### src/rcm_pkg.sv
// ----------------------------------------------------------------------------
// rcm_pkg: shared types, constants and functions for the rounded corner mask
// Holds the register map, the transaction payloads passed between the front,
// the queue and the back, and the arithmetic steps used in the back pipeline.
// ----------------------------------------------------------------------------
package rcm_pkg;

	// frame geometry
	localparam int MAX_DIM     = 2048;
	localparam int DIM_W       = 12;
	localparam int POS_W       = 11;
	localparam int RAD_W       = 11;
	localparam int FRAC_BITS   = 8;
	localparam int ONE         = 1 << FRAC_BITS;
	localparam int COEF_W      = FRAC_BITS + 1;

	// automatic radius: (m + 9) / 10 as a multiply by 2^15/10, rounded up
	localparam int AUTO_BIAS   = 9;
	localparam int AUTO_SHIFT  = 15;
	localparam int AUTO_RECIP  = ((1 << AUTO_SHIFT) + 9) / 10;

	// distance arithmetic
	localparam int SQ_W        = 2 * RAD_W;           // i*i + j*j
	localparam int N_W         = SQ_W + 2 * FRAC_BITS; // radicand width
	localparam int ROOT_W      = N_W / 2;
	localparam int SQRT_STAGES = ROOT_W;
	localparam int REM_W       = ROOT_W + 3;
	localparam int D_W         = ROOT_W + 2;

	// queue between front and back
	localparam int FIFO_DEPTH  = 4;
	localparam int FIFO_AW     = 2;

	// register map
	localparam int PADDR_W     = 5;
	localparam logic [2:0] REG_FRAME_WIDTH   = 3'd0;
	localparam logic [2:0] REG_FRAME_HEIGHT  = 3'd1;
	localparam logic [2:0] REG_CORNER_RADIUS = 3'd2;
	localparam logic [2:0] REG_BORDER_ENABLE = 3'd3;
	localparam logic [2:0] REG_BORDER_COLOR  = 3'd4;

	typedef struct packed {
		logic [DIM_W-1:0] frame_width;
		logic [DIM_W-1:0] frame_height;
		logic [DIM_W-1:0] corner_radius;
		logic             border_enable;
		logic [31:0]      brd_rgba;
	} cfg_t;

	// one transaction leaving the front
	typedef struct packed {
		logic [31:0]     pix;
		logic [SQ_W-1:0] sq;
		logic [RAD_W-1:0] r;
		logic [2:0]      nq;
		logic            edge_px;
	} fq_t;

	// transaction inside the square-root pipeline
	typedef struct packed {
		fq_t               item;
		logic [REM_W-1:0]  rem;
		logic [ROOT_W-1:0] root;
	} sqp_t;

	typedef enum logic [1:0] {
		CLS_KEEP,
		CLS_CLEAR,
		CLS_FADE,
		CLS_BLEND
	} cls_t;

	// transaction in the shading stages
	typedef struct packed {
		logic [31:0]       pix;
		logic [2:0]        nq;
		logic              edge_px;
		cls_t              cls;
		logic [COEF_W-1:0] c0;
		logic [31:0]       bprod;
	} sh_t;

	// one digit of the square root, two radicand bits brought down
	function automatic sqp_t sqrt_step(sqp_t s, int k);
		logic [N_W-1:0]    n;
		logic [1:0]        pair;
		logic [REM_W-1:0]  rem_sh;
		logic [REM_W-1:0]  trial;
		sqp_t              o;
		n      = {s.item.sq, {(2*FRAC_BITS){1'b0}}};
		pair   = 2'(n >> (N_W - 2 - 2 * k));
		rem_sh = {s.rem[REM_W-3:0], pair};
		trial  = REM_W'({s.root, 2'b01});
		o      = s;
		if (rem_sh >= trial) begin
			o.rem  = rem_sh - trial;
			o.root = {s.root[ROOT_W-2:0], 1'b1};
		end else begin
			o.rem  = rem_sh;
			o.root = {s.root[ROOT_W-2:0], 1'b0};
		end
		return o;
	endfunction

	// truncated fixed-point product of a byte and a coefficient
	function automatic logic [7:0] fx_mul(logic [7:0] a, logic [COEF_W-1:0] c);
		logic [7+COEF_W:0] p;
		p = {{COEF_W{1'b0}}, a} * {8'd0, c};
		return p[FRAC_BITS +: 8];
	endfunction

	// one application of the corner rule to a pixel
	function automatic logic [31:0] shade(sh_t s, logic [7:0] alpha_c, logic brd,
			logic [31:0] bc);
		logic [31:0] p;
		logic [7:0]  a;
		p = s.pix;
		case (s.cls)
			CLS_KEEP: p = s.pix;
			CLS_CLEAR: p[31:24] = 8'd0;
			CLS_FADE: begin
				if (brd) begin
					p = {s.bprod[31:24], bc[23:0]};
				end else begin
					p[31:24] = alpha_c;
				end
			end
			CLS_BLEND: begin
				for (int k = 0; k < 3; k++) begin
					p[8*k +: 8] = s.bprod[8*k +: 8] + fx_mul(s.pix[8*k +: 8], s.c0);
				end
				a = s.pix[31:24];
				p[31:24] = (s.bprod[31:24] > a) ? s.bprod[31:24] : a;
			end
			default: p = s.pix;
		endcase
		return p;
	endfunction

endpackage

### src/rcm_fifo.sv
// ----------------------------------------------------------------------------
// rcm_fifo: transaction queue
// Short first-in first-out store decoupling the classifier from the shader.
// ----------------------------------------------------------------------------
module rcm_fifo (
	input  logic         clk,
	input  logic         arst_n,
	input  logic         push,
	input  rcm_pkg::fq_t push_data,
	output logic         full,
	input  logic         pop,
	output logic         empty,
	output rcm_pkg::fq_t pop_data
);

	localparam int AW = rcm_pkg::FIFO_AW;

	rcm_pkg::fq_t  mem_q [rcm_pkg::FIFO_DEPTH];
	logic [AW-1:0] wr_ptr_q, rd_ptr_q;
	logic [AW:0]   count_q;

	assign full     = count_q == (AW+1)'(rcm_pkg::FIFO_DEPTH);
	assign empty    = count_q == '0;
	assign pop_data = mem_q[rd_ptr_q];

	// pointers and fill level
	always_ff @(posedge clk or negedge arst_n) begin
		if (!arst_n) begin
			wr_ptr_q <= '0;
			rd_ptr_q <= '0;
			count_q  <= '0;
		end else begin
			if (push) wr_ptr_q <= wr_ptr_q + AW'(1);
			if (pop)  rd_ptr_q <= rd_ptr_q + AW'(1);
			count_q <= count_q + (AW+1)'(push) - (AW+1)'(pop);
		end
	end

	// storage
	always_ff @(posedge clk) begin
		if (push) mem_q[wr_ptr_q] <= push_data;
	end

endmodule

### config.mk
export PLATFORM = sky130hd
export DESIGN_NAME = rcm_fifo
export DESIGN_NICKNAME = d
export VERILOG_FILES = /design/src/rcm_pkg.sv /design/src/rcm_fifo.sv
export SDC_FILE = /design/constraint.sdc
export NUM_CORES = 1
export LEC_CHECK = 0
export CAP_MARGIN = 30
export CORE_ASPECT_RATIO = 1.25
export CORE_MARGIN = 4
export CORE_UTILIZATION = 45
export CTS_CLUSTER_SIZE = 30
export DETAILED_ROUTE_END_ITERATION = 10
export DONT_BUFFER_PORTS = 1
export PLACE_DENSITY = 0.65
export SLEW_MARGIN = 10
export SYNTH_ARGS = -nofsm -noshare
export SYNTH_HDL_FRONTEND = slang
export SYNTH_SLANG_ARGS = --single-unit
### constraint.sdc
create_clock -name clk -period 4.1 [get_ports clk]
set_input_delay 0.82 -clock clk [delete_from_list [all_inputs] [get_ports clk]]
set_output_delay 0.82 -clock clk [all_outputs]
set_load 0.03 [all_outputs]
==> metrics.txt <==
status=complete, no violations; Worst-Skew Late Latency=slightly above 0.5 ns; Worst EP required=roughly 3.3 ns; crit path launch=rd_ptr_q[0]; Worst Skew=~0.0076 ns; total negative slack=0 ns; top-area cell type share of the netlist area=0.7953; fin nets=496; area occupied by multi-input gates=between 1500 and 2000 um2; CP Launch Type=flop; Syn Nets=475; antenna viol nets, final=0; number of global-route vias before repair=roughly 4400; Tcrit/Tclk final=0.7991; Syn Area/Cell=between 20 and 30 um2; vias=about 4000; DRT Pass-1 Iters=4; FF-to-FF End=mem_q[0][31]; register cell area after layout=about 8500 um2; Die H=178.1 um; initial DRC count=a little over 200; arrival time of the worst setup path=approximately 2.5 ns; vias per inst=roughly 5.5; setup slack, reg-to-reg=around 2.3 ns; post-DP HPWL=approximately 10 mm; slew at the pin closest to its max-slew limit=just under 1 ns; register area share after synthesis=0.8121; CTS Sinks=283; Die Wd=144.1 um; Peak VDD IR=between 0.0005 and 0.0006 V; total global-route track usage=0.1357; largest net degree at the start of global routing=between 40 and 50; WS Path Type=flop to output pin; unrepaired setup endpoints after global routing=no; Critical Path Sink=pop_data[2]; CTS Buffer Depth=3; GPL Wtd Cong=roughly 0.68; Non-Filler Instances=roughly 720; most frequent cells in the layout=edfxtp_1, mux4_2, clkbuf_16; final hold violations=0; worst r2r src=wr_ptr_q[0]; Top Ports=~140; H-tree depth=1; Synth warnings=0; Worst-path clk slew=approximately 0.060 ns; first-pass GRT wire length=26.09 mm; initial antenna violation count=0; Leak=between 0.003 and 0.004 uW; MaxCap Viol Count=0; CTS tree=built; CP max stage delay=approximately 0.80 ns; crit path cell chain=buf_4 -> mux4_2; Avg WL per Cell=around 24 um; Std-Cell Rows=a little over 60; # DRC=0; worst rel slew slack=0.3473; synth unique cells=18; worst-path fanout max=27; r2r worst-path depth=4; root buf cell=clkbuf_16; Worst setup EP type=output pin; dpl cells=~670; Synth Register Bits=283; Area growth syn-to-layout=12.95%; power per cell area=~800 nW/um2; Buffers on Ports=0; Crit-path slowest cell=dfrtp_4; share of layout cells above drive strength 1=0.2828; final worst path period need=3.276 ns; Max Clk Rate=around 300 MHz; synth top area cells=edfxtp_1, mux4_2, dfrtp_1; final setup fails=0; drt total wl=17.33 mm; fillers=between 1500 and 2000; gr ovfl total=0; leading cell type in the layout, fill and taps excluded=edfxtp_1; core area=~23000 um2; Mapped Area=about 10000 um2; TritonCTS buffer count=27; cells after synthesis=~400; number of diodes=0; Slew Limit Fails=0; Starting Density=0.4554; die area=between 20000 and 30000 um2; hold crit path type=input pin to flop; leading area contributor after synthesis=edfxtp_1
## Yosys cell counts
cell type  count
nor3_1         1
inv_1          6
xnor2_1        2
nand2_1        2
o21ai_0        1
and3_1         1
xor2_1         3
and2_1         4
dfrtp_1        7
mux4_1         1
edfxtp_1     276
buf_12         7
buf_6          1
mux4_2        68
clkbuf_1       1
ha_1           6
fa_1           1
buf_2          7
## registers in the layout, indices dropped and copies added (netlist names)
name,count
mem_q,276
count_q,3
rd_ptr_q,2
wr_ptr_q,2
## cell type report
type	count	share of cell area
tap	288	0.03061
timing repair buffer	8	0.01488
inverter	6	0.001913
multi-input combinational	90	0.1491
clock inverter	20	0.02615
clock buffer	28	0.05772
sequential	283	0.7196
## critical path, delay by kind of cell (launching register included)
family,cells,cell delay [ns]
flops,1,0.80
mux,1,0.68
buf+inv,1,0.44
## metrics by stage
stage / cell area (um2) / utilization / hold slack, ns / power [uW] / setup WS (ns)
6_report: 11770 / 0.5144 / 0.3810 / 9465 / 0.8238
5_1_grt: 11770 / 0.5144 / 0.3484 / 9902 / 0.6298
4_1_cts: 11770 / 0.5144 / 0.3476 / 9646 / 0.7147
3_5_place_dp: 10770 / 0.4708 / 0.5214 / 6911 / 1.287
3_3_place_gp: 10640 / 0.4648 / 0.5043 / 6768 / 1.305
2_1_floorplan: 10420 / - / 0.4914 / 6474 / 1.228
## cell families after synthesis
| logic type | count (synthesis) | synth area share |
|---|---|---|
| AOI/OAI and AO/OA | 1 | 0.0004798 |
| xor gates and xnor gates | 5 | 0.004203 |
| adders and majority gates | 7 | 0.009125 |
| buffers and inverters | 22 | 0.02041 |
| DFF | 283 | 0.8121 |
| muxes | 69 | 0.1495 |
| and+or+nand+nor | 8 | 0.004202 |
## worst min path at each step
stage | start | cells past startpoint | slack [ns] | endpoint
detailed placement | arst_n | 0 | 0.52 | count_q[0]
CTS | pop | 1 | 0.35 | rd_ptr_q[0]
global placement | wr_ptr_q[0] | 1 | 0.50 | wr_ptr_q[0]
finish | pop | 1 | 0.38 | rd_ptr_q[0]
floorplan | wr_ptr_q[0] | 1 | 0.49 | wr_ptr_q[0]
global route | pop | 1 | 0.35 | rd_ptr_q[0]
## report_power, final
part | internal [uW] | leakage [uW] | switching (uW)
registers | 3790 | 0.00262 | 266
clock network | 1710 | 0.000485 | 996
logic | 908 | 0.000651 | 1800
## layer usage
layer / vias up / share of wire / track usage / wire, um
met5: - / 0 / 0 / 0
li1: 1725 / - / - / -
met1: 2107 / 0.36 / 0.1580 / 6255
met3: 24 / 0.090 / 0.05015 / 1566
met2: 126 / 0.53 / 0.2385 / 9188
met4: 0 / 0.018 / 0.03218 / 320
## timing repair
item                       CTS  global route
resized for setup            0             0
hold buffers                 1             0
setup endpoints to repair    0             0
hold endpoints to repair     7             0
setup buffers                0             0
Note: power is estimated with default switching activity, not from simulation.
