==> src/rcm_pkg.sv <==
// ----------------------------------------------------------------------------
// rcm_pkg: shared types, constants and functions for the rounded corner mask
// Holds the register map, the transaction payloads passed between the front,
// the queue and the back, and the arithmetic steps used in the back pipeline.
// ----------------------------------------------------------------------------
package rcm_pkg;

	// frame geometry
	localparam int MAX_DIM     = 2048;
	localparam int DIM_W       = 12;
	localparam int POS_W       = 11;
	localparam int RAD_W       = 11;
	localparam int FRAC_BITS   = 8;
	localparam int ONE         = 1 << FRAC_BITS;
	localparam int COEF_W      = FRAC_BITS + 1;

	// automatic radius: (m + 9) / 10 as a multiply by 2^15/10, rounded up
	localparam int AUTO_BIAS   = 9;
	localparam int AUTO_SHIFT  = 15;
	localparam int AUTO_RECIP  = ((1 << AUTO_SHIFT) + 9) / 10;

	// distance arithmetic
	localparam int SQ_W        = 2 * RAD_W;           // i*i + j*j
	localparam int N_W         = SQ_W + 2 * FRAC_BITS; // radicand width
	localparam int ROOT_W      = N_W / 2;
	localparam int SQRT_STAGES = ROOT_W;
	localparam int REM_W       = ROOT_W + 3;
	localparam int D_W         = ROOT_W + 2;

	// queue between front and back
	localparam int FIFO_DEPTH  = 4;
	localparam int FIFO_AW     = 2;

	// register map
	localparam int PADDR_W     = 5;
	localparam logic [2:0] REG_FRAME_WIDTH   = 3'd0;
	localparam logic [2:0] REG_FRAME_HEIGHT  = 3'd1;
	localparam logic [2:0] REG_CORNER_RADIUS = 3'd2;
	localparam logic [2:0] REG_BORDER_ENABLE = 3'd3;
	localparam logic [2:0] REG_BORDER_COLOR  = 3'd4;

	typedef struct packed {
		logic [DIM_W-1:0] frame_width;
		logic [DIM_W-1:0] frame_height;
		logic [DIM_W-1:0] corner_radius;
		logic             border_enable;
		logic [31:0]      brd_rgba;
	} cfg_t;

	// one transaction leaving the front
	typedef struct packed {
		logic [31:0]     pix;
		logic [SQ_W-1:0] sq;
		logic [RAD_W-1:0] r;
		logic [2:0]      nq;
		logic            edge_px;
	} fq_t;

	// transaction inside the square-root pipeline
	typedef struct packed {
		fq_t               item;
		logic [REM_W-1:0]  rem;
		logic [ROOT_W-1:0] root;
	} sqp_t;

	typedef enum logic [1:0] {
		CLS_KEEP,
		CLS_CLEAR,
		CLS_FADE,
		CLS_BLEND
	} cls_t;

	// transaction in the shading stages
	typedef struct packed {
		logic [31:0]       pix;
		logic [2:0]        nq;
		logic              edge_px;
		cls_t              cls;
		logic [COEF_W-1:0] c0;
		logic [31:0]       bprod;
	} sh_t;

	// one digit of the square root, two radicand bits brought down
	function automatic sqp_t sqrt_step(sqp_t s, int k);
		logic [N_W-1:0]    n;
		logic [1:0]        pair;
		logic [REM_W-1:0]  rem_sh;
		logic [REM_W-1:0]  trial;
		sqp_t              o;
		n      = {s.item.sq, {(2*FRAC_BITS){1'b0}}};
		pair   = 2'(n >> (N_W - 2 - 2 * k));
		rem_sh = {s.rem[REM_W-3:0], pair};
		trial  = REM_W'({s.root, 2'b01});
		o      = s;
		if (rem_sh >= trial) begin
			o.rem  = rem_sh - trial;
			o.root = {s.root[ROOT_W-2:0], 1'b1};
		end else begin
			o.rem  = rem_sh;
			o.root = {s.root[ROOT_W-2:0], 1'b0};
		end
		return o;
	endfunction

	// truncated fixed-point product of a byte and a coefficient
	function automatic logic [7:0] fx_mul(logic [7:0] a, logic [COEF_W-1:0] c);
		logic [7+COEF_W:0] p;
		p = {{COEF_W{1'b0}}, a} * {8'd0, c};
		return p[FRAC_BITS +: 8];
	endfunction

	// one application of the corner rule to a pixel
	function automatic logic [31:0] shade(sh_t s, logic [7:0] alpha_c, logic brd,
			logic [31:0] bc);
		logic [31:0] p;
		logic [7:0]  a;
		p = s.pix;
		case (s.cls)
			CLS_KEEP: p = s.pix;
			CLS_CLEAR: p[31:24] = 8'd0;
			CLS_FADE: begin
				if (brd) begin
					p = {s.bprod[31:24], bc[23:0]};
				end else begin
					p[31:24] = alpha_c;
				end
			end
			CLS_BLEND: begin
				for (int k = 0; k < 3; k++) begin
					p[8*k +: 8] = s.bprod[8*k +: 8] + fx_mul(s.pix[8*k +: 8], s.c0);
				end
				a = s.pix[31:24];
				p[31:24] = (s.bprod[31:24] > a) ? s.bprod[31:24] : a;
			end
			default: p = s.pix;
		endcase
		return p;
	endfunction

endpackage

==> src/rcm_cfg.sv <==
// ----------------------------------------------------------------------------
// rcm_cfg: register block
// APB-style slave holding frame size, radius and border settings.
// ----------------------------------------------------------------------------
module rcm_cfg (
	input  logic                        clk,
	input  logic                        arst_n,
	input  logic                        psel,
	input  logic                        penable,
	input  logic                        pwrite,
	input  logic [rcm_pkg::PADDR_W-1:0] paddr,
	input  logic [31:0]                 pwdata,
	output logic [31:0]                 prdata,
	output logic                        pready,
	output rcm_pkg::cfg_t               cfg
);

	rcm_pkg::cfg_t cfg_q;
	logic          wr_en;

	assign pready = 1'b1;
	assign wr_en  = psel && penable && pwrite;
	assign cfg    = cfg_q;

	// register writes
	always_ff @(posedge clk or negedge arst_n) begin
		if (!arst_n) begin
			cfg_q.frame_width   <= rcm_pkg::DIM_W'(64);
			cfg_q.frame_height  <= rcm_pkg::DIM_W'(64);
			cfg_q.corner_radius <= '1;
			cfg_q.border_enable <= 1'b0;
			cfg_q.brd_rgba      <= '0;
		end else if (wr_en) begin
			case (paddr[4:2])
				rcm_pkg::REG_FRAME_WIDTH:   cfg_q.frame_width   <= pwdata[rcm_pkg::DIM_W-1:0];
				rcm_pkg::REG_FRAME_HEIGHT:  cfg_q.frame_height  <= pwdata[rcm_pkg::DIM_W-1:0];
				rcm_pkg::REG_CORNER_RADIUS: cfg_q.corner_radius <= pwdata[rcm_pkg::DIM_W-1:0];
				rcm_pkg::REG_BORDER_ENABLE: cfg_q.border_enable <= pwdata[0];
				rcm_pkg::REG_BORDER_COLOR:  cfg_q.brd_rgba      <= pwdata;
				default: ;
			endcase
		end
	end

	// read back
	always_comb begin
		case (paddr[4:2])
			rcm_pkg::REG_FRAME_WIDTH:   prdata = 32'(cfg_q.frame_width);
			rcm_pkg::REG_FRAME_HEIGHT:  prdata = 32'(cfg_q.frame_height);
			rcm_pkg::REG_CORNER_RADIUS: prdata = 32'(cfg_q.corner_radius);
			rcm_pkg::REG_BORDER_ENABLE: prdata = 32'(cfg_q.border_enable);
			rcm_pkg::REG_BORDER_COLOR:  prdata = cfg_q.brd_rgba;
			default:                    prdata = 32'd0;
		endcase
	end

endmodule

==> config.mk <==
export PLATFORM = sky130hd
export DESIGN_NAME = rcm_cfg
export DESIGN_NICKNAME = d
export VERILOG_FILES = /design/src/rcm_pkg.sv /design/src/rcm_cfg.sv
export SDC_FILE = /design/constraint.sdc
export NUM_CORES = 1
export LEC_CHECK = 0
export BUFFER_PORTS_ARGS = -buffer_cell sky130_fd_sc_hd__clkbuf_2
export CORE_UTILIZATION = 40
export CTS_BUF_LIST = sky130_fd_sc_hd__clkbuf_4
export DETAILED_ROUTE_END_ITERATION = 8
export GPL_TIMING_DRIVEN = 0
export PLACE_DENSITY = 0.75
export SYNTH_ARGS = -nofsm -noshare
export SYNTH_HDL_FRONTEND = slang
export SYNTH_SLANG_ARGS = --single-unit
==> constraint.sdc <==
create_clock -name clk -period 1.5 [get_ports clk]
set_input_delay 0.075 -clock clk [delete_from_list [all_inputs] [get_ports clk]]
set_output_delay 0.075 -clock clk [all_outputs]
set_load 0.05 [all_outputs]
==> out/qor.csv <==
metric,value,unit
CP Data Arrival Time,1520,ps
worst min path class,primary input to async pin,
total die area,8670,um2
Netlist cell types,28,
H-tree depth,3,
vias per std cell,4.95,
worst-path fanout max,3,
Ys Warns,0,
Largest register FFs,69,
Yosys reg bits,69,
fill cell count,615,
post-route ant nets,0,
FF/Latch Area,1740,um2
CP max stage delay,560,ps
DR vias,2580,
Max VDD drop,0.000633,V
clk_skew,0,ps
# diodes,0,
final design utilization,0.607,
Max clock buf depth,2,
Die H,93.1,um
mean post-synth cell area,15.0,um2
Multi-input gate area,1470,um2
grt total ovfl,0,
drt wl/cell,17.1,um
GP Congestion,0.785,
first-pass GRT wire length,13800,um
Fmax achieved,625,MHz
final period utilization,1.07,
IO Count,144,
num rows,32,
Most used DFF post-synth,dfrtp_1,
WP data required,1420,ps
Tot GR Track Use,0.213,
Final nets,456,
Setup Viol. Count Final,23,
WL final,8910,um
CP Class,flop to output port,
Iter 0 DRT Violations,31,
max-slew violation count,0,
slowest CP cell,dfstp_2,
Post-Syn Nets,264,
Post-Syn Instances,222,
commonest cells in the netlist,"dfrtp_1 (55), mux2_4 (30), and2_1 (20), mux2_1 (20), mux2_2 (19)",
die width,93.1,um
MaxCap Viol Count,0,
initial antenna violation count,0,
PnR Total Power,0.00648,W
cell with the most instances after synthesis,dfrtp_1,
status,"complete, but fails checks",
WP buf/inv,1,
vias in the first global route,2622,
post-synth top area cell,dfrtp_1,
CTS sink count,69,
register area share after synthesis,0.525,
synth-to-layout area growth,44.1,%
CP startpoint kind,flop,
clk root buf,clkbuf_4,
violated checks,negative setup slack,
Port Buffer Count,139,
largest net degree at the start of global routing,59,
Num CTS Buffers,9,
initial core utilization,0.421,
Worst setup EP type,output port,
Post-DP HPWL,5860,um
post-synth top area share,0.414,
core footprint,7890,um2
dominant cells by area after synthesis,"dfrtp_1 (41%), mux2_4 (14%), dfstp_2 (11%), mux2_1 (6.8%), mux2_2 (6.4%)",
Post-synth ARST share,1.00,
final setup margin,-99.6,ps
Lkg Pwr,2.45,nW
DR DRC count,0,
first-pass detailed-route iteration total,4,
CTS tree,built,
"Clk pin slew, worst setup/hold paths",110,ps
RSZ-0062 raised after global routing,true,
Synth Cell Area,3320,um2
worst path cell trace,nand2_2 -> o22a_1 -> o2bb2ai_4 -> buf_8,
"EDFF count, synth",0,
clk_lat worst skew,400,ps
pwr dens,1350,nW/um2
Hold Fails Final Rpt,0,
minimum clock period,1600,ps
layout cells sized above 1,0.587,
crit-path leading delay family,flip-flops,
-- worst register-to-register path, cell delays in order, from the launching register on --
cell and delay [ps]:
dfrtp_1 410, buf_4 140, mux2_1 270
-- cells in the final DEF (no fill, tap or decap), types with 2 or more instances in the layout --
cell / instances
nor2_4: 3
nor2_1: 12
a221o_1: 10
buf_8: 4
buf_12: 3
dlygate4sd3_1: 33
mux2_1: 20
mux2_2: 19
mux2i_1: 13
clkbuf_4: 10
mux2_4: 30
dfstp_2: 14
buf_4: 10
and2_1: 20
dfrtp_1: 55
buf_2: 2
buf_6: 12
clkbuf_2: 128
clkinv_2: 2
clkinv_1: 4
-- cell families (layout without fill, tap and decap cells) --
| logic type | Yosys count | after routing | share of synthesized area |
|---|---|---|---|
| mux | 82 | 82 | 0.307 |
| flops | 69 | 69 | 0.525 |
| simple gates | 43 | 43 | 0.0866 |
| compound gates | 14 | 14 | 0.0396 |
| buf+inv | 13 | 210 | 0.0407 |
| other cells | 1 | 1 | 0.00113 |
-- final timing paths --
path	cells after the start	to	slack, ps	startpoint
max	4	prdata[10]	-100	cfg[43]$_DFFE_PN1P_
min	2	cfg[55]$_DFFE_PN0P_	70	arst_n
max reg2reg	2	cfg[62]$_DFFE_PN0P_	570	cfg[62]$_DFFE_PN0P_
min reg2reg	1	cfg[53]$_DFFE_PN0P_	530	cfg[53]$_DFFE_PN0P_
max in group asynchronous	3	cfg[63]$_DFFE_PN1P_	840	arst_n
min in group clk	4	cfg[32]$_DFFE_PN0P_	220	pwrite
-- per-layer routing --
layer,global-route usage,vias to the layer above,routed length (um)
met1,0.268,1263,3950
met3,0.0675,12,663
li1,-,1179,-
met2,0.347,126,4180
met4,0.0718,0,104
met5,0,-,0
-- report_power, final --
part | switching [W] | internal, W
Sequential | 0.000293 | 0.00228
Clock | 0.000649 | 0.000313
Combinational | 0.00203 | 0.000918
Total | 0.00297 | 0.00351
-- stage by stage --
stage	setup slack, ps	setup TNS (ps)	hold WS (ps)	cell area (um2)	std cells
after floorplan	105	0	-221	3340	222
after global placement	-172	-11240	306	4160	463
after detailed placement	-193	-4490	-35.4	4190	464
after CTS	-168	-2180	53.5	4690	516
after global routing	-174	-3540	56.4	4790	521
final	-99.6	-864	71.4	4790	521
-- final cells by class --
| type | count | area share |
|---|---|---|
| repair buffers | 181 | 0.252 |
| clock inverters | 7 | 0.00680 |
| well taps | 102 | 0.0267 |
| flip-flops and latches | 69 | 0.364 |
| clock buffers | 9 | 0.0141 |
| plain buffers | 13 | 0.0293 |
| multi-input cells | 140 | 0.307 |
-- timing repair --
action	4_1_cts	5_1_grt
endpoints found under the hold margin	128	0
resized for setup	12	37
gates cloned	0	0
setup endpoints to repair	32	32
setup buffers	3	5
pin swaps	3	0
hold buffers	33	0
Power figures use the tool's default switching activity.
