$ cat src/rcm_pkg.sv
// ----------------------------------------------------------------------------
// rcm_pkg: shared types, constants and functions for the rounded corner mask
// Holds the register map, the transaction payloads passed between the front,
// the queue and the back, and the arithmetic steps used in the back pipeline.
// ----------------------------------------------------------------------------
package rcm_pkg;

	// frame geometry
	localparam int MAX_DIM     = 2048;
	localparam int DIM_W       = 12;
	localparam int POS_W       = 11;
	localparam int RAD_W       = 11;
	localparam int FRAC_BITS   = 8;
	localparam int ONE         = 1 << FRAC_BITS;
	localparam int COEF_W      = FRAC_BITS + 1;

	// automatic radius: (m + 9) / 10 as a multiply by 2^15/10, rounded up
	localparam int AUTO_BIAS   = 9;
	localparam int AUTO_SHIFT  = 15;
	localparam int AUTO_RECIP  = ((1 << AUTO_SHIFT) + 9) / 10;

	// distance arithmetic
	localparam int SQ_W        = 2 * RAD_W;           // i*i + j*j
	localparam int N_W         = SQ_W + 2 * FRAC_BITS; // radicand width
	localparam int ROOT_W      = N_W / 2;
	localparam int SQRT_STAGES = ROOT_W;
	localparam int REM_W       = ROOT_W + 3;
	localparam int D_W         = ROOT_W + 2;

	// queue between front and back
	localparam int FIFO_DEPTH  = 4;
	localparam int FIFO_AW     = 2;

	// register map
	localparam int PADDR_W     = 5;
	localparam logic [2:0] REG_FRAME_WIDTH   = 3'd0;
	localparam logic [2:0] REG_FRAME_HEIGHT  = 3'd1;
	localparam logic [2:0] REG_CORNER_RADIUS = 3'd2;
	localparam logic [2:0] REG_BORDER_ENABLE = 3'd3;
	localparam logic [2:0] REG_BORDER_COLOR  = 3'd4;

	typedef struct packed {
		logic [DIM_W-1:0] frame_width;
		logic [DIM_W-1:0] frame_height;
		logic [DIM_W-1:0] corner_radius;
		logic             border_enable;
		logic [31:0]      brd_rgba;
	} cfg_t;

	// one transaction leaving the front
	typedef struct packed {
		logic [31:0]     pix;
		logic [SQ_W-1:0] sq;
		logic [RAD_W-1:0] r;
		logic [2:0]      nq;
		logic            edge_px;
	} fq_t;

	// transaction inside the square-root pipeline
	typedef struct packed {
		fq_t               item;
		logic [REM_W-1:0]  rem;
		logic [ROOT_W-1:0] root;
	} sqp_t;

	typedef enum logic [1:0] {
		CLS_KEEP,
		CLS_CLEAR,
		CLS_FADE,
		CLS_BLEND
	} cls_t;

	// transaction in the shading stages
	typedef struct packed {
		logic [31:0]       pix;
		logic [2:0]        nq;
		logic              edge_px;
		cls_t              cls;
		logic [COEF_W-1:0] c0;
		logic [31:0]       bprod;
	} sh_t;

	// one digit of the square root, two radicand bits brought down
	function automatic sqp_t sqrt_step(sqp_t s, int k);
		logic [N_W-1:0]    n;
		logic [1:0]        pair;
		logic [REM_W-1:0]  rem_sh;
		logic [REM_W-1:0]  trial;
		sqp_t              o;
		n      = {s.item.sq, {(2*FRAC_BITS){1'b0}}};
		pair   = 2'(n >> (N_W - 2 - 2 * k));
		rem_sh = {s.rem[REM_W-3:0], pair};
		trial  = REM_W'({s.root, 2'b01});
		o      = s;
		if (rem_sh >= trial) begin
			o.rem  = rem_sh - trial;
			o.root = {s.root[ROOT_W-2:0], 1'b1};
		end else begin
			o.rem  = rem_sh;
			o.root = {s.root[ROOT_W-2:0], 1'b0};
		end
		return o;
	endfunction

	// truncated fixed-point product of a byte and a coefficient
	function automatic logic [7:0] fx_mul(logic [7:0] a, logic [COEF_W-1:0] c);
		logic [7+COEF_W:0] p;
		p = {{COEF_W{1'b0}}, a} * {8'd0, c};
		return p[FRAC_BITS +: 8];
	endfunction

	// one application of the corner rule to a pixel
	function automatic logic [31:0] shade(sh_t s, logic [7:0] alpha_c, logic brd,
			logic [31:0] bc);
		logic [31:0] p;
		logic [7:0]  a;
		p = s.pix;
		case (s.cls)
			CLS_KEEP: p = s.pix;
			CLS_CLEAR: p[31:24] = 8'd0;
			CLS_FADE: begin
				if (brd) begin
					p = {s.bprod[31:24], bc[23:0]};
				end else begin
					p[31:24] = alpha_c;
				end
			end
			CLS_BLEND: begin
				for (int k = 0; k < 3; k++) begin
					p[8*k +: 8] = s.bprod[8*k +: 8] + fx_mul(s.pix[8*k +: 8], s.c0);
				end
				a = s.pix[31:24];
				p[31:24] = (s.bprod[31:24] > a) ? s.bprod[31:24] : a;
			end
			default: p = s.pix;
		endcase
		return p;
	endfunction

endpackage

$ cat src/rcm_front.sv
// ----------------------------------------------------------------------------
// rcm_front: pixel classifier
// Works out the radius, the corner offsets, the number of covering corner
// squares and the straight-edge flag, and forms i*i + j*j.
// ----------------------------------------------------------------------------
module rcm_front (
	input  logic                      clk,
	input  logic                      arst_n,
	input  rcm_pkg::cfg_t             cfg,
	input  logic                      in_valid,
	output logic                      in_stall,
	input  logic [31:0]               pixel_in,
	input  logic [rcm_pkg::POS_W-1:0] x_pos,
	input  logic [rcm_pkg::POS_W-1:0] y_pos,
	output logic                      push,
	input  logic                      full,
	output rcm_pkg::fq_t              push_data
);

	localparam int DW = rcm_pkg::DIM_W;
	localparam int RW = rcm_pkg::RAD_W;
	localparam int SW = DW + 1;

	logic en;
	logic v_s1, v_s2, v_s3;

	// frame size and radius
	logic [DW-1:0]    w, h, mn, half;
	logic [DW+DW-1:0] auto_p;
	logic [RW-1:0]    r_c;

	always_comb begin
		w      = (cfg.frame_width > DW'(rcm_pkg::MAX_DIM)) ? DW'(rcm_pkg::MAX_DIM)
			: cfg.frame_width;
		h      = (cfg.frame_height > DW'(rcm_pkg::MAX_DIM)) ? DW'(rcm_pkg::MAX_DIM)
			: cfg.frame_height;
		mn     = (w < h) ? w : h;
		half   = DW'((13'(mn) + 13'd1) >> 1);
		auto_p = (mn + DW'(rcm_pkg::AUTO_BIAS)) * DW'(rcm_pkg::AUTO_RECIP);
		if (cfg.corner_radius[DW-1]) begin
			r_c = RW'(auto_p >> rcm_pkg::AUTO_SHIFT);
		end else if (cfg.corner_radius < half) begin
			r_c = RW'(cfg.corner_radius);
		end else begin
			r_c = RW'(half);
		end
	end

	// stage 1: input capture
	logic [31:0]           pix_s1;
	logic [RW-1:0]         x_s1, y_s1, r_s1;

	// stage 2: offsets and flags
	logic [31:0]           pix_s2;
	logic [RW-1:0]         i_s2, j_s2, r_s2;
	logic [2:0]            nq_s2;
	logic                  edge_s2;

	// stage 3: squares
	logic [31:0]           pix_s3;
	logic [rcm_pkg::SQ_W-1:0] ii_s3, jj_s3;
	logic [RW-1:0]         r_s3;
	logic [2:0]            nq_s3;
	logic                  edge_s3;

	assign en       = !v_s3 || !full;
	assign in_stall = !en;
	assign push     = v_s3 && !full;

	// classification of the captured pixel
	logic [SW-1:0] xs, ys, rs, ws, hs;
	logic          in_frame, top, bot, lft, rgt, on_row, on_col;
	logic [SW-1:0] i_c, j_c;
	logic [2:0]    nq_c;

	always_comb begin
		xs       = SW'(x_s1);
		ys       = SW'(y_s1);
		rs       = SW'(r_s1);
		ws       = SW'(w);
		hs       = SW'(h);
		in_frame = (xs < ws) && (ys < hs);
		top      = ys < rs;
		bot      = ys >= hs - rs;
		lft      = xs < rs;
		rgt      = xs >= ws - rs;
		i_c      = top ? rs - ys : rs - hs + SW'(1) + ys;
		j_c      = lft ? rs - xs : rs - ws + SW'(1) + xs;
		nq_c     = 3'(top && rgt) + 3'(top && lft) + 3'(bot && lft) + 3'(bot && rgt);
		if (!in_frame) begin
			nq_c = 3'd0;
		end
		on_row = (ys == 0 || ys == hs - SW'(1)) && xs >= rs && xs + rs + SW'(1) <= ws;
		on_col = (xs == 0 || xs == ws - SW'(1)) && ys >= rs && ys + rs + SW'(1) <= hs;
	end

	// valid chain
	always_ff @(posedge clk or negedge arst_n) begin
		if (!arst_n) begin
			v_s1 <= 1'b0;
			v_s2 <= 1'b0;
			v_s3 <= 1'b0;
		end else if (en) begin
			v_s1 <= in_valid;
			v_s2 <= v_s1;
			v_s3 <= v_s2;
		end
	end

	// payload
	always_ff @(posedge clk) begin
		if (en) begin
			pix_s1  <= pixel_in;
			x_s1    <= x_pos;
			y_s1    <= y_pos;
			r_s1    <= r_c;

			pix_s2  <= pix_s1;
			i_s2    <= RW'(i_c);
			j_s2    <= RW'(j_c);
			r_s2    <= r_s1;
			nq_s2   <= nq_c;
			edge_s2 <= cfg.border_enable && in_frame && (on_row || on_col);

			pix_s3  <= pix_s2;
			ii_s3   <= rcm_pkg::SQ_W'(i_s2) * rcm_pkg::SQ_W'(i_s2);
			jj_s3   <= rcm_pkg::SQ_W'(j_s2) * rcm_pkg::SQ_W'(j_s2);
			r_s3    <= r_s2;
			nq_s3   <= nq_s2;
			edge_s3 <= edge_s2;
		end
	end

	always_comb begin
		push_data.pix     = pix_s3;
		push_data.sq      = ii_s3 + jj_s3;
		push_data.r       = r_s3;
		push_data.nq      = nq_s3;
		push_data.edge_px = edge_s3;
	end

endmodule

$ cat config.mk
export PLATFORM = sky130hd
export DESIGN_NAME = rcm_front
export DESIGN_NICKNAME = d
export VERILOG_FILES = /design/src/rcm_pkg.sv /design/src/rcm_front.sv
export SDC_FILE = /design/constraint.sdc
export NUM_CORES = 1
export LEC_CHECK = 0
export ABC_CLOCK_PERIOD_IN_PS = 10000
export BUFFER_PORTS_ARGS = -buffer_cell sky130_fd_sc_hd__buf_2
export CORE_MARGIN = 8
export CORE_UTILIZATION = 63
export CTS_CLUSTER_SIZE = 40
export DETAILED_ROUTE_END_ITERATION = 7
export PLACE_DENSITY = 0.83
export SLEW_MARGIN = 5
export SYNTH_ARGS = -nofsm -noshare
export SYNTH_HDL_FRONTEND = slang
export SYNTH_SLANG_ARGS = --single-unit
$ cat constraint.sdc
create_clock -name clk -period 10 [get_ports clk]
set_clock_uncertainty 0.2 [all_clocks]
set_input_delay 2 -clock clk [delete_from_list [all_inputs] [get_ports clk]]
set_output_delay 2 -clock clk [all_outputs]
set_load 0.005 [all_outputs]
==> results.json, run 1 <==
{
  "cts.path.max_buffers": 3,
  "critPathBufInv": 6,
  "multi_input_area_sq_um": 16200,
  "drv_slew": 0,
  "grtUsageTotal": 0.268,
  "synthArstFlopShare": 0.0133,
  "core_sq_um": 38600,
  "ios": 198,
  "yosysSeqAreaShare": 0.276,
  "port_buffers": 165,
  "synth_warnings": 0,
  "vias_per_cell": 5.87,
  "cp_slowest_stage_delay_ns": 0.57,
  "gp_congestion": 1.03,
  "hold_violations": 0,
  "drive_gt1_frac": 0.130,
  "path_clk_slew_ns": 0.06,
  "syn_to_final_growth_pct": 12.3,
  "detail-route-antenna-nets": 0,
  "cts_hold_buf": 0,
  "finalSetupViolCount": 0,
  "synth_ff_type": "edfxtp_1",
  "drc_errors": 0,
  "root_buffer": "clkbuf_16",
  "ys_seq_elements": 226,
  "rows": 72,
  "wire_per_inst_um": 18.9,
  "vias": 18800,
  "cts_setup_buffers": 0,
  "first_pass_iters": 5,
  "dieArea_sq_um": 45500,
  "cp_data_arrival_time_ns": 9.82,
  "ys_top_cells_by_area": "edfxtp_1 (27%), ha_1 (20%), fa_1 (16%)",
  "syn_inst": 2428,
  "worst_pin_slew_ns": 1.20,
  "met3_wirelength_um": 4160,
  "seqCellArea_sq_um": 6770,
  "avgSynthCellArea_sq_um": 10.1,
  "post-place-ws_ns": -0.290,
  "post-route-period-util": 0.972,
  "dieHeight_um": 213,
  "layout.nets": 3378,
  "wl_um": 60500,
  "cts_buffers": 26,
  "synth_top_cell_by_area": "edfxtp_1",
  "fp.dieW_um": 213,
  "hpwl_um": 49700,
  "yosysTopAreaCellShare": 0.273,
  "critPathMaxFanout": 18,
  "clock_latency_ns": 0.55,
  "maxUsedRoutingLayer": "met5",
  "antenna_found_initial": 3,
  "path_delay_family": "adder cells",
  "grt_pass1_wl_um": 98000,
  "worstSetupPathType": "input pin to flip-flop",
  "cap_violations": 0,
  "syn-cell-area_sq_um": 24500,
  "regToRegSetupSlack_ns": 3.94,
  "setup_ws_ns": 0.278,
  "drtIter0Drc": 1352,
  "cp-start-kind": "input pin",
  "critPathRequiredTime_ns": 10.10,
  "end_kind": "flip-flop",
  "start_util": 0.636,
  "cts_sinks": 226,
  "cts_tree": "done",
  "synth_edf_count": 223,
  "ys_types": 78,
  "grt_overflow_total": 0,
  "max_freq_mhz": 103,
  "hp-class": "flip-flop to flip-flop",
  "wirelength_met1_um": 23000,
  "wl_met2_um": 30200,
  "htreeDepth": 1,
  "cpMaxStageDelayCell": "fa_1",
  "slew-limit-headroom": 0.203,
  "first_global_vias": 19900,
  "period_needed_ns": 9.72,
  "fill_cells": 2830,
  "status": "finished clean",
  "grt_max_degree": 156
}
## kinds of logic after synthesis
group                      share of synthesized area
adders and majority gates                      0.358
and+or+nand+nor                                0.107
buffers and inverters                         0.0706
AOI/OAI and AO/OA                              0.117
DFF                                            0.276
xor gates and xnor gates                      0.0610
muxes                                        0.00862
other                                       0.000306
## cell usage in the layout (no fill, tap or decap), types with 47 or more instances in the layout
cell	n
a21oi_1	139
and2_1	75
buf_2	165
buf_4	86
edfxtp_1	223
fa_1	193
ha_1	387
inv_1	402
nand2_1	147
nor2_1	99
o21ai_0	72
xnor2_1	118
xor2_1	47
## layout make-up
cell class | instances | share of cell area
Clock inverter | 18 | 0.00804
Timing Repair Buffer | 252 | 0.0542
Antenna cell | 3 | 0.000273
Multi-Input combinational cell | 1752 | 0.589
Clock buffer | 29 | 0.0240
Tap cell | 518 | 0.0235
Sequential cell | 226 | 0.246
Inverter | 407 | 0.0555
## state kept, by name (all words and copies together) (netlist names), 3 cells and up
signal  flops
r_s2       11
i_s2       11
pix_s3     32
nq_s2       3
r_s3       11
nq_s3       3
ii_s3      21
jj_s3      21
j_s2       11
r_s1       11
pix_s2     32
pix_s1     32
x_s1       11
y_s1       11
## layer usage
metal,global-route usage,up-vias
met5,0,-
met4,0.133,2
met3,0.0440,211
met2,0.480,750
met1,0.309,9083
li1,-,8758
## through the flow
stage	cells	hold WS [ns]	setup TNS [ns]	instance area (sq um)	utilization
final	3205	0.214	0	27500	0.714
after global routing	3204	0.217	-0.00572	27500	0.714
after CTS	3202	0.213	0	27500	0.714
after detailed placement	3155	0.205	-0.934	26600	0.691
after global placement	3155	0.200	-0.397	26600	0.691
after floorplan	2433	0.200	-0.0196	24700	-
## synth_stat cells (7+ instances only)
master,instances
a211oi_1,22
a21o_1,38
a21oi_1,142
a31oi_1,10
and2_1,75
and3_1,14
clkbuf_1,41
edfxtp_1,223
fa_1,194
ha_1,392
inv_1,403
mux2i_1,13
nand2_1,149
nand2b_1,19
nand3_1,35
nand4_1,8
nor2_1,100
nor2b_1,37
nor3_1,33
nor4_1,16
o211ai_1,10
o21a_1,35
o21ai_0,74
o21bai_1,25
o22ai_1,7
o31ai_1,15
or3_1,10
xnor2_1,120
xor2_1,49
## what timing repair did
action	CTS	global route
setup endpoints to repair	0	5
endpoints found under the hold margin	0	0
resized for setup	0	2
## path summary, 6_finish.rpt
path	from	endpoint	depth (start not counted)
min in group asynchronous	arst_n	v_s1	1
max in group asynchronous	arst_n	v_s2	1
worst min-delay path	pix_s2[17]	pix_s3[17]	0
worst max register to register	j_s2[2]	jj_s3[21]	18
worst max-delay path	cfg[49]	r_s1[7]	34
worst min register to register	pix_s2[17]	pix_s3[17]	0
Power of run 1 is not shown: default switching activity piles up to over one toggle a cycle in this logic, so the estimate is an artifact.
==> inputs of run 2 (changes only) <==
Settings changed: ABC_AREA from default to 1.
==> results.json, run 2 <==
{
  "status": "finished clean",
  "cp-start-kind": "input pin",
  "ios": 198,
  "hp-start": "r_s2[0]",
  "synth_most_common_cell": "inv_1",
  "grt_pass1_wl_um": 99300,
  "cp_slowest_stage_delay_ns": 0.56,
  "final_cell_mix": "inv_1 (581), nand2_1 (434), ha_1 (392), edfxtp_1 (223), fa_1 (194)",
  "grt_overflow_total": 0,
  "rr_endpoint": "ii_s3[18]",
  "end_kind": "flip-flop",
  "grt_max_degree": 82,
  "avgSynthCellArea_sq_um": 9.06,
  "clock_latency_ns": 0.54,
  "ys_types": 57,
  "critPathMaxFanout": 14,
  "synth_top_cell_by_area": "edfxtp_1",
  "cts.path.max_buffers": 3,
  "ys_seq_elements": 226,
  "gp_congestion": 1.01,
  "yosysSeqAreaShare": 0.273,
  "first_pass_iters": 5,
  "finalSetupViolCount": 0,
  "wl_um": 61800,
  "cap_violations": 0,
  "antenna_found_initial": 0,
  "cts_setup_buffers": 0,
  "min_to": "r_s3[0]",
  "htreeDepth": 1,
  "root_buffer": "clkbuf_16",
  "hold_violations": 0,
  "regToRegSetupSlack_ns": 4.05,
  "holdWs_ns": 0.215,
  "hpwl_um": 51300,
  "worstSetupPathType": "input pin to flip-flop",
  "ys_top_cells_by_area": "edfxtp_1 (27%), ha_1 (20%), fa_1 (16%)",
  "detail-route-antenna-nets": 0,
  "path_clk_slew_ns": 0.06,
  "core_sq_um": 38800,
  "synth_warnings": 0,
  "cp_data_arrival_time_ns": 9.44,
  "grtUsageTotal": 0.266,
  "worst_pin_slew_ns": 1.09,
  "post-route-period-util": 0.936,
  "critPathRequiredTime_ns": 10.09,
  "drv_slew": 0,
  "hold_depth": 0,
  "start_util": 0.640,
  "rows": 72,
  "port_buffers": 165,
  "yosysTopAreaCellShare": 0.270,
  "cpMaxStageDelayCell": "fa_1",
  "wire_per_inst_um": 17.7,
  "syn-cell-area_sq_um": 24800,
  "syn_inst": 2742,
  "slew-limit-headroom": 0.273,
  "reg2reg_depth": 23,
  "rsz0062_at_grt": "false",
  "dp.cells": 3451,
  "drive_gt1_frac": 0.107,
  "vias": 19400,
  "syn_to_final_growth_pct": 10.7,
  "cts_tree": "done",
  "cts_buffers": 25,
  "max_freq_mhz": 107,
  "hp-class": "flip-flop to flip-flop",
  "reg.largest.list": "pix_s1: 32 flops, pix_s2: 32 flops, pix_s3: 32 flops",
  "dieHeight_um": 215,
  "first_global_vias": 20000,
  "drc_errors": 0,
  "r2r-start": "i_s2[2]",
  "synth_ff_type": "edfxtp_1",
  "layout.nets": 3673,
  "synthTopCellsByCount": "inv_1 (581), nand2_1 (435), ha_1 (392)",
  "dieArea_sq_um": 46000,
  "vias_per_cell": 5.53,
  "synth_edf_count": 223,
  "fp.dieW_um": 215,
  "tns_ns": 0,
  "cts_sinks": 226,
  "layout_commonest_cell": "inv_1",
  "final_cells": 3498,
  "drtIter0Drc": 1456,
  "period_needed_ns": 9.36,
  "synthArstFlopShare": 0.0133,
  "worst_path_most_repeated_cell": "nand2_1"
}
[run 2: changes by cell type after synthesis, sizes merged, moves of 25 or more]
cell	delta
nand2	+303
inv	+175
xor2	+82
xnor2	-74
and2	-71
nor2	+44
nand3	+41
o21ai	+41
nor2b	-36
a21oi	+35
o21a	-32
a21o	-25
[run 2: kinds of logic after synthesis]
kind of cell	synth area share
AO/OA/AOI/OAI	0.0872
XOR/XNOR	0.0628
adder cells (fa/ha/maj)	0.354
buffers and inverters	0.0951
flip-flops	0.273
multiplexers	0.00126
other	0.000302
AND/OR/NAND/NOR	0.127
[run 2: timing repair]
action / CTS / global route
gates resized for setup: 0 / 3
hold buffers: 0 / 0
endpoints found under the setup margin: 0 / 3
[run 2: layout make-up]
class / count / area (sq um)
Inverter: 583 / 2190
Timing Repair Buffer: 225 / 1280
Multi-Input combinational cell: 1899 / 15700
Sequential cell: 226 / 6770
Clock inverter: 21 / 240
Fill cell: 2960 / 11300
Antenna cell: 1 / 2.50
Clock buffer: 25 / 626
Tap cell: 518 / 648
[run 2: critical path: cells and delay by family]
kind	cells	cell delay, ns
fa+ha+maj	7	3.12
compound gates	6	1.05
buf+inv	9	0.85
xor+xnor	1	0.14
simple gates	23	2.30
[run 2: how the worst max path moves through the flow]
stage	from	endpoint	cells after the start
after CTS	cfg[46]	r_s1[7]	43
after global placement	cfg[46]	r_s1[8]	45
after detailed placement	cfg[46]	r_s1[7]	43
after floorplan	full	in_stall	2
final	cfg[46]	r_s1[8]	46
after global routing	cfg[46]	r_s1[7]	45
[run 2: stage by stage]
| step | utilization | setup WS (ns) | instance area [sq um] |
|---|---|---|---|
| detailed placement | 0.685 | 0.0449 | 26600 |
| global placement | 0.685 | 0.288 | 26600 |
| finish | 0.708 | 0.644 | 27500 |
| floorplan | - | 0.611 | 24900 |
| CTS | 0.708 | 0.586 | 27500 |
| global route | 0.708 | 0.00626 | 27500 |
[run 2: metal layers]
layer | track usage | routed length (um) | part of all wire
met1 | 0.328 | 24900 | 0.40
met2 | 0.474 | 30700 | 0.50
met4 | 0.0967 | 2370 | 0.038
met5 | 0 | 0 | 0
met3 | 0.0313 | 3810 | 0.062
Power of run 2 is left out for the same reason.
